--- src/hdl/mjdcal_pkg.sv ---
// Shared constants, widths and tables for the MJD to calendar date converter.
`default_nettype none
package mjdcal_pkg;

  localparam int FRACTION_BITS = 16;

  localparam int MJD_W   = 17;
  localparam int WHOLE_W = 17;
  localparam int SOD_W   = WHOLE_W + FRACTION_BITS;
  localparam int YEAR_W  = 12;
  localparam int DOY_W   = 9;
  localparam int MON_W   = 4;
  localparam int MDAY_W  = 5;
  localparam int HOUR_W  = 5;
  localparam int MIN_W   = 6;
  localparam int SECI_W  = 6;
  localparam int SEC_W   = SECI_W + FRACTION_BITS;

  // shared multiplier operand and product widths
  localparam int MUL_A_W = 20;
  localparam int MUL_B_W = 22;
  localparam int PROD_W  = MUL_A_W + MUL_B_W;

  localparam logic [SOD_W-1:0] DAY_LIMIT = SOD_W'(86400) << FRACTION_BITS;

  localparam logic [MUL_A_W-1:0] EST_OFFSET  = MUL_A_W'(678940);
  localparam logic [MUL_A_W-1:0] JAN1_OFFSET = MUL_A_W'(678940);

  // reciprocals: q = (x * RECIP) >> SHIFT, exact over the operand range used
  localparam int SH_365  = 30;
  localparam logic [MUL_B_W-1:0] RECIP_365  = MUL_B_W'(2941759);
  localparam int SH_100  = 19;
  localparam logic [MUL_B_W-1:0] RECIP_100  = MUL_B_W'(5243);
  localparam int SH_3600 = 28;
  localparam logic [MUL_B_W-1:0] RECIP_3600 = MUL_B_W'(74566);
  localparam int SH_60   = 18;
  localparam logic [MUL_B_W-1:0] RECIP_60   = MUL_B_W'(4370);

  localparam logic [MON_W-1:0] LAST_MONTH_IDX = MON_W'(11);

  function automatic logic [MDAY_W-1:0] month_len(input logic [MON_W-1:0] idx,
                                                  input logic leap);
    logic [MDAY_W-1:0] len;
    unique case (idx)
      4'd1:                      len = leap ? 5'd29 : 5'd28;
      4'd3, 4'd5, 4'd8, 4'd10:   len = 5'd30;
      default:                   len = 5'd31;
    endcase
    return len;
  endfunction

endpackage
`default_nettype wire

--- src/hdl/mjdcal_if.sv ---
// Valid/ready channel interfaces for the date converter input and result beats.
`default_nettype none
interface mjdcal_in_if;
  logic                                valid;
  logic                                ready;
  logic [mjdcal_pkg::MJD_W-1:0]        mjd_day;
  logic [mjdcal_pkg::SOD_W-1:0]        seconds_of_day;

  modport source (output valid, output mjd_day, output seconds_of_day, input ready);
  modport sink   (input valid, input mjd_day, input seconds_of_day, output ready);
endinterface

interface mjdcal_out_if;
  logic                                valid;
  logic                                ready;
  logic [mjdcal_pkg::YEAR_W-1:0]       year;
  logic [mjdcal_pkg::DOY_W-1:0]        day_of_year;
  logic [mjdcal_pkg::MON_W-1:0]        month;
  logic [mjdcal_pkg::MDAY_W-1:0]       day_of_month;
  logic [mjdcal_pkg::HOUR_W-1:0]       hour;
  logic [mjdcal_pkg::MIN_W-1:0]        minute;
  logic [mjdcal_pkg::SEC_W-1:0]        second;

  modport source (output valid, output year, output day_of_year, output month,
                  output day_of_month, output hour, output minute, output second,
                  input ready);
  modport sink   (input valid, input year, input day_of_year, input month,
                  input day_of_month, input hour, input minute, input second,
                  output ready);
endinterface
`default_nettype wire

--- src/hdl/mjd_to_calendar_date.sv ---
// Top level: Modified Julian Day plus seconds of day to Gregorian date and time.
`default_nettype none
// Converts one beat (MJD day number, seconds of day with 16 fraction bits) into
// year, day of year, month, day of month, hour, minute and fractional second.
// Seconds of day at or past one full day saturate to 23:59 and the largest second.
// One beat is worked at a time through a single shared multiplier under a small
// sequencer: after the accept step come the year estimate, one or more years
// tried, the leap rule, a walk of one to twelve months and the time of day. The
// result sits in an output register, so a new beat is taken while it waits to be
// read; the next result holds in its last step until that register is free.
module mjd_to_calendar_date (
  input  wire logic   clk,
  input  wire logic   rst,
  mjdcal_in_if.sink   din,
  mjdcal_out_if.source dout
);
  import mjdcal_pkg::*;

  typedef enum logic [11:0] {
    S_IDLE  = 12'b0000_0000_0001,
    S_EST   = 12'b0000_0000_0010,
    S_YEAR  = 12'b0000_0000_0100,
    S_J1    = 12'b0000_0000_1000,
    S_J2    = 12'b0000_0001_0000,
    S_LEAP1 = 12'b0000_0010_0000,
    S_LEAP2 = 12'b0000_0100_0000,
    S_MONTH = 12'b0000_1000_0000,
    S_HOUR  = 12'b0001_0000_0000,
    S_HOUR2 = 12'b0010_0000_0000,
    S_MIN   = 12'b0100_0000_0000,
    S_MIN2  = 12'b1000_0000_0000
  } state_t;

  state_t state, state_next;

  logic [MJD_W-1:0]         mjd;
  logic [SOD_W-1:0]         sod;
  logic [YEAR_W-1:0]        year;
  logic [DOY_W-1:0]         doy;
  logic                     leap;
  logic [MON_W-1:0]         mon_idx;
  logic [DOY_W-1:0]         rem;
  logic [MON_W-1:0]         mon;
  logic [MDAY_W-1:0]        mday;
  logic [HOUR_W-1:0]        hour;
  logic [11:0]              sec_in_hour;
  logic [PROD_W-1:0]        prod;

  logic [MUL_A_W-1:0]       mul_a;
  logic [MUL_B_W-1:0]       mul_b;
  logic                     mul_en;
  logic [WHOLE_W-1:0]       whole;
  logic [YEAR_W-1:0]        p;
  logic [4:0]               q100;
  logic [19:0]              jan1;
  logic                     step_down;
  logic [4:0]               len;
  logic [HOUR_W-1:0]        hour_q;
  logic [MIN_W-1:0]         min_q;
  logic [6:0]               qy100;
  logic                     y100;
  logic                     finish;

  assign whole   = sod[SOD_W-1:FRACTION_BITS];
  assign p       = year - YEAR_W'(1);
  assign q100    = prod[SH_100+4:SH_100];
  assign jan1    = 20'(year) * 20'd365 + 20'(p[YEAR_W-1:2]) + 20'(q100[4:2])
                   - 20'(q100) - JAN1_OFFSET;
  // jan1 is negative (two's complement) for years that start before day 0
  assign step_down = !jan1[19] && (jan1 > 20'(mjd));
  assign len     = month_len(mon_idx, leap);
  assign hour_q  = prod[SH_3600+HOUR_W-1:SH_3600];
  assign min_q   = prod[SH_60+MIN_W-1:SH_60];
  assign qy100   = prod[SH_100+6:SH_100];
  assign y100    = (12'(qy100) * 12'd100) == year;
  assign finish  = !dout.valid || dout.ready;

  assign din.ready = (state == S_IDLE);

  always_comb begin
    mul_a  = '0;
    mul_b  = '0;
    mul_en = 1'b1;
    unique case (state)
      S_EST: begin
        mul_a = MUL_A_W'(mjd) + EST_OFFSET;
        mul_b = RECIP_365;
      end
      S_J1: begin
        mul_a = MUL_A_W'(p);
        mul_b = RECIP_100;
      end
      S_LEAP1: begin
        mul_a = MUL_A_W'(year);
        mul_b = RECIP_100;
      end
      S_HOUR: begin
        mul_a = MUL_A_W'(whole);
        mul_b = RECIP_3600;
      end
      S_MIN: begin
        mul_a = MUL_A_W'(sec_in_hour);
        mul_b = RECIP_60;
      end
      default: mul_en = 1'b0;
    endcase
  end

  always_comb begin
    state_next = state;
    unique case (state)
      S_IDLE:  if (din.valid) state_next = S_EST;
      S_EST:   state_next = S_YEAR;
      S_YEAR:  state_next = S_J1;
      S_J1:    state_next = S_J2;
      S_J2:    state_next = step_down ? S_J1 : S_LEAP1;
      S_LEAP1: state_next = S_LEAP2;
      S_LEAP2: state_next = S_MONTH;
      S_MONTH: begin
        if ((rem <= DOY_W'(len)) || (mon_idx == LAST_MONTH_IDX)) state_next = S_HOUR;
      end
      S_HOUR:  state_next = S_HOUR2;
      S_HOUR2: state_next = S_MIN;
      S_MIN:   state_next = S_MIN2;
      S_MIN2:  if (finish) state_next = S_IDLE;
      default: state_next = S_IDLE;
    endcase
  end

  always_ff @(posedge clk) begin
    if (rst) begin
      state <= S_IDLE;
    end else begin
      state <= state_next;
    end
  end

  always_ff @(posedge clk) begin
    if (mul_en) begin
      prod <= PROD_W'(mul_a) * PROD_W'(mul_b);
    end
    unique case (state)
      S_IDLE: begin
        if (din.valid) begin
          mjd <= din.mjd_day;
          sod <= (din.seconds_of_day >= DAY_LIMIT) ? DAY_LIMIT - SOD_W'(1)
                                                    : din.seconds_of_day;
        end
      end
      S_YEAR: year <= prod[SH_365+YEAR_W-1:SH_365];
      S_J2: begin
        if (step_down) begin
          year <= year - YEAR_W'(1);
        end else begin
          doy <= DOY_W'(20'(mjd) - jan1 + 20'd1);
        end
      end
      S_LEAP2: begin
        leap    <= ((year[1:0] == 2'd0) && !y100) || (y100 && (qy100[1:0] == 2'd0));
        mon_idx <= '0;
        rem     <= doy;
      end
      S_MONTH: begin
        if (rem <= DOY_W'(len)) begin
          mon  <= mon_idx + MON_W'(1);
          mday <= rem[MDAY_W-1:0];
        end else begin
          rem     <= rem - DOY_W'(len);
          mon_idx <= mon_idx + MON_W'(1);
          if (mon_idx == LAST_MONTH_IDX) begin
            mon  <= MON_W'(12);
            mday <= MDAY_W'(rem - DOY_W'(len));
          end
        end
      end
      S_HOUR2: begin
        hour        <= hour_q;
        sec_in_hour <= 12'(whole - WHOLE_W'(hour_q) * WHOLE_W'(3600));
      end
      default: ;
    endcase
  end

  always_ff @(posedge clk) begin
    if (rst) begin
      dout.valid <= 1'b0;
    end else if (state == S_MIN2 && finish) begin
      dout.valid <= 1'b1;
    end else if (dout.ready) begin
      dout.valid <= 1'b0;
    end
  end

  always_ff @(posedge clk) begin
    if (state == S_MIN2 && finish) begin
      dout.year         <= year;
      dout.day_of_year  <= doy;
      dout.month        <= mon;
      dout.day_of_month <= mday;
      dout.hour         <= hour;
      dout.minute       <= min_q;
      dout.second       <= {SECI_W'(sec_in_hour - 12'(min_q) * 12'd60),
                            sod[FRACTION_BITS-1:0]};
    end
  end

`ifndef SYNTHESIS
  a_accept_starts: assert property (@(posedge clk) disable iff (rst)
    din.valid && din.ready |=> state == S_EST)
    else $error("accepted beat did not start the sequencer");

  a_date_range: assert property (@(posedge clk) disable iff (rst)
    dout.valid |-> dout.month >= 4'd1 && dout.month <= 4'd12 &&
                   dout.day_of_month >= 5'd1 &&
                   dout.day_of_year >= 9'd1 && dout.day_of_year <= 9'd366)
    else $error("date fields out of range");

  a_time_range: assert property (@(posedge clk) disable iff (rst)
    dout.valid |-> dout.hour <= 5'd23 && dout.minute <= 6'd59)
    else $error("time fields out of range");

  a_year_step_down: assert property (@(posedge clk) disable iff (rst)
    state == S_J2 && step_down |=> year == $past(year) - 12'd1)
    else $error("year correction did not step down");
`endif

endmodule
`default_nettype wire
--- src/flat_wrapper.sv ---
// flat-port wrapper written by rule: the top's interface ports become plain ports
module mjd_to_calendar_date_flat import mjdcal_pkg::*;
  (clk, rst, din_valid, din_mjd_day, din_seconds_of_day, din_ready, dout_valid, dout_year, dout_day_of_year, dout_month, dout_day_of_month, dout_hour, dout_minute, dout_second, dout_ready);
  mjdcal_in_if din_i ();
  mjdcal_out_if dout_i ();
  input  wire logic clk;
  input  wire logic rst;
  input wire logic [$bits(din_i.valid)-1:0] din_valid;
  input wire logic [$bits(din_i.mjd_day)-1:0] din_mjd_day;
  input wire logic [$bits(din_i.seconds_of_day)-1:0] din_seconds_of_day;
  output wire logic [$bits(din_i.ready)-1:0] din_ready;
  output wire logic [$bits(dout_i.valid)-1:0] dout_valid;
  output wire logic [$bits(dout_i.year)-1:0] dout_year;
  output wire logic [$bits(dout_i.day_of_year)-1:0] dout_day_of_year;
  output wire logic [$bits(dout_i.month)-1:0] dout_month;
  output wire logic [$bits(dout_i.day_of_month)-1:0] dout_day_of_month;
  output wire logic [$bits(dout_i.hour)-1:0] dout_hour;
  output wire logic [$bits(dout_i.minute)-1:0] dout_minute;
  output wire logic [$bits(dout_i.second)-1:0] dout_second;
  input wire logic [$bits(dout_i.ready)-1:0] dout_ready;
  assign din_i.valid = din_valid;
  assign din_i.mjd_day = din_mjd_day;
  assign din_i.seconds_of_day = din_seconds_of_day;
  assign din_ready = din_i.ready;
  assign dout_valid = dout_i.valid;
  assign dout_year = dout_i.year;
  assign dout_day_of_year = dout_i.day_of_year;
  assign dout_month = dout_i.month;
  assign dout_day_of_month = dout_i.day_of_month;
  assign dout_hour = dout_i.hour;
  assign dout_minute = dout_i.minute;
  assign dout_second = dout_i.second;
  assign dout_i.ready = dout_ready;
  mjd_to_calendar_date u_core (.clk(clk), .rst(rst), .din(din_i), .dout(dout_i));
endmodule
--- config.mk ---
export PLATFORM = sky130hd
export DESIGN_NAME = mjd_to_calendar_date_flat
export DESIGN_NICKNAME = d
export VERILOG_FILES = /design/src/hdl/mjdcal_pkg.sv /design/src/hdl/mjdcal_if.sv /design/src/hdl/mjd_to_calendar_date.sv /design/src/flat_wrapper.sv
export SDC_FILE = /design/constraint.sdc
export NUM_CORES = 1
export LEC_CHECK = 0
export BUFFER_PORTS_ARGS = -buffer_cell sky130_fd_sc_hd__buf_2
export CORE_MARGIN = 2
export CORE_UTILIZATION = 50
export CTS_BUF_LIST = sky130_fd_sc_hd__clkbuf_8
export CTS_CLUSTER_SIZE = 24
export DETAILED_ROUTE_END_ITERATION = 12
export PLACE_DENSITY = 0.67
export SYNTH_ARGS = -nofsm -noshare
export SYNTH_HDL_FRONTEND = slang
export SYNTH_SLANG_ARGS = --single-unit
--- constraint.sdc ---
create_clock -name clk -period 16.42 [get_ports clk]
set_clock_uncertainty 0.2 [all_clocks]
set_input_delay 3.284 -clock clk [delete_from_list [all_inputs] [get_ports clk]]
set_output_delay 3.284 -clock clk [all_outputs]
set_load 0.1 [all_outputs]
==> impl_metrics.env <==
export IMPL_maxCapViolCount=0
export IMPL_die_y_um=228
export IMPL_cts_hold_buf=0
export IMPL_vias=17000
export IMPL_cts_tree="done"
export IMPL_cts_resized=0
export IMPL_clock_sinks=209
export IMPL_hold_viol=0
export IMPL_drcViolationCount=0
export IMPL_fin_crit_sh_pct=66.7
export IMPL_critPathMaxFanout=21
export IMPL_io_pins=119
export IMPL_dieArea_sq_um=52000
export IMPL_syn_inst=2413
export IMPL_tightest_slew_ps=1150
export IMPL_drt_wl_total_mm=64.3
export IMPL_rsz0062_at_grt="no"
export IMPL_critical_path_class="flip-flop to flip-flop"
export IMPL_synth_edf_count=196
export IMPL_fmax_mhz=91.3
export IMPL_grt_first_pass_wirelength_mm=103
export IMPL_avgSynthCellArea_sq_um=10.4
export IMPL_finalMaxSlewViolations=0
export IMPL_required_ps=16580
export IMPL_setup_viol=0
export IMPL_crit_path_end_kind="flip-flop"
export IMPL_placed_cell_area_sq_um=26600
export IMPL_hold_path_class="flip-flop to flip-flop"
export IMPL_antenna_found_initial=2
export IMPL_syn_to_final_growth_pct=9.28
export IMPL_ys_top_cells_by_area="fa_1 (27%), edfxtp_1 (23%), ha_1 (19%)"
export IMPL_status="completed"
export IMPL_synth_seq_cells=209
export IMPL_hpwl_mm=54.9
export IMPL_clock_path_buffers=3
export IMPL_layout_nets=3338
export IMPL_layout_drive_gt1_share_pct=8.81
export IMPL_overflow=0
export IMPL_viasPerCell=5.20
export IMPL_drt_iter0_drc=1095
export IMPL_slowest_delay_ps=700
export IMPL_clock_latency_ps=630
export IMPL_post_drt_wl_per_cell_um=19.6
export IMPL_yosysUniqueCellTypes=75
export IMPL_synth_top_area_share_pct=27.0
export IMPL_track_usage_pct=25.8
export IMPL_grt_max_degree=64
export IMPL_yosysTopAreaCell="fa_1"
export IMPL_first_pass_iters=5
export IMPL_synth_most_common_cell="inv_1"
export IMPL_drtAntennaViolNets=0
export IMPL_relSlewSlack_pct=22.9
export IMPL_cts_root_buffer="clkbuf_8"
export IMPL_crit_path_start_kind="flip-flop"
export IMPL_async_flop_share_pct=0
export IMPL_clk_pin_slew_ps=60
export IMPL_finalWeightedCongestion=0.940
export IMPL_htreeDepth=2
export IMPL_r2r_start="u_core.state[6]"
export IMPL_placementRows=82
export IMPL_io_buffer_count=118
export IMPL_fin_tns_setup_ps=0
export IMPL_ys_flop_type="edfxtp_1"
export IMPL_power_density_nw_per_um2=87.1
export IMPL_synth_common_cells="inv_1 (622), ha_1 (375), fa_1 (338), edfxtp_1 (196), nor2_1 (114)"
export IMPL_vdd_drop_max_mv=0.0600
export IMPL_ys_warn_count=0
export IMPL_first_global_vias=18200
export IMPL_start_util_pct=50.3
export IMPL_crit_top_cell="fa_1"
export IMPL_crit_slowest_cell="and2_1"
export IMPL_die_w_um=228
export IMPL_min_from="u_core.sod[3]"
export IMPL_core_area_sq_um=49900
export IMPL_final_area_sq_um=27400
export IMPL_cp_arrival_ps=11110
export IMPL_netlist_area_sq_um=25100
export IMPL_numCtsBuffers=38
export IMPL_ys_seq_area_share_pct=24.5
export IMPL_finalCriticalPeriod_ps=10950
export IMPL_p_leak_uw=0.0141
export IMPL_postCtsSetupRepairBufs=0
export IMPL_cp_startpoint="u_core.state[6]"
-- report_power, final --
part / internal [uW] / switching (uW) / total [uW]
registers: 648 / 27.9 / 676
clock network: 310 / 245 / 555
logic: 468 / 691 / 1160
-- path summary, 6_finish.rpt --
kind | to | slack, ps | depth (start not counted)
worst max register to register | u_core.prod[39] | 5470 | 32
worst min register to register | u_core.dout.second[3] | 220 | 0
worst max-delay path | u_core.prod[39] | 5470 | 32
worst min-delay path | u_core.dout.second[3] | 220 | 0
-- layer usage --
metal	part of all wire, %	track usage, %
met1	43	34.9
met2	45	39.8
met3	7.8	6.78
met4	4.1	10.0
met5	0.11	1.19
-- logic make-up (layout without fill, tap and decap cells) --
group	count (synthesis)	in the layout	share of synthesized area, %
fa+ha+maj	713	713	45.7
buf+inv	656	822	9.86
simple gates	455	455	9.17
compound gates	255	255	6.46
flops	209	209	24.5
xor+xnor	119	119	4.15
mux	4	4	0.179
other cells	2	23	0.0299
-- registers in the layout, indices dropped and copies added (netlist names), 4 cells and up --
name                      flops
u_core.year                  12
u_core.dout.second           22
u_core.dout.day_of_year       9
u_core.dout.minute            6
u_core.hour                   5
u_core.mjd                   17
u_core.dout.year             12
u_core.dout.hour              5
u_core.dout.month             4
u_core.mon_idx                4
u_core.sod                   33
u_core.sec_in_hour           12
u_core.mday                   5
u_core.dout.day_of_month      5
u_core.state                 12
u_core.prod                  22
u_core.mon                    4
u_core.rem                    9
u_core.doy                    9
-- through the flow --
stage	hold slack [ps]	total power, uW	std cells	setup slack [ps]	util (%)
CTS	217	2400	3271	5550	55.0
detailed placement	205	1820	3203	5550	53.3
global placement	201	1800	3203	6120	53.3
global route	224	2580	3272	4830	55.0
finish	218	2390	3272	5470	55.0
floorplan	200	1510	2433	7640	-
-- area by class of cell --
| class | instances | area [sq um] |
|---|---|---|
| Timing Repair Buffer | 132 | 696 |
| Tap cell | 672 | 841 |
| Inverter | 622 | 2330 |
| Antenna cell | 1 | 2.50 |
| Clock buffer | 40 | 551 |
| Sequential cell | 209 | 6150 |
| Multi-Input combinational cell | 1568 | 16600 |
| Clock inverter | 28 | 285 |
| Fill cell | 4413 | 22400 |
-- placed cells by master (no fill, tap or decap), types with 40 or more instances in the layout --
master	Yosys	layout
a21o_1	40	40
ha_1	375	375
clkbuf_8	0	40
inv_1	622	629
o21ai_0	60	59
a21oi_1	78	78
nand2_1	111	111
xnor2_1	91	91
nor2_1	114	114
fa_1	338	338
edfxtp_1	196	196
buf_2	4	118
-- worst max-delay path: cells and delay by family, from the launching register on --
kind	cells	cell delay (ps)
AOI/OAI and AO/OA	8	1750
adders and majority gates	8	3680
and+or+nand+nor	9	3470
buffers and inverters	6	1090
xor gates and xnor gates	1	130
DFF	1	350
Power figures use the tool's default switching activity.
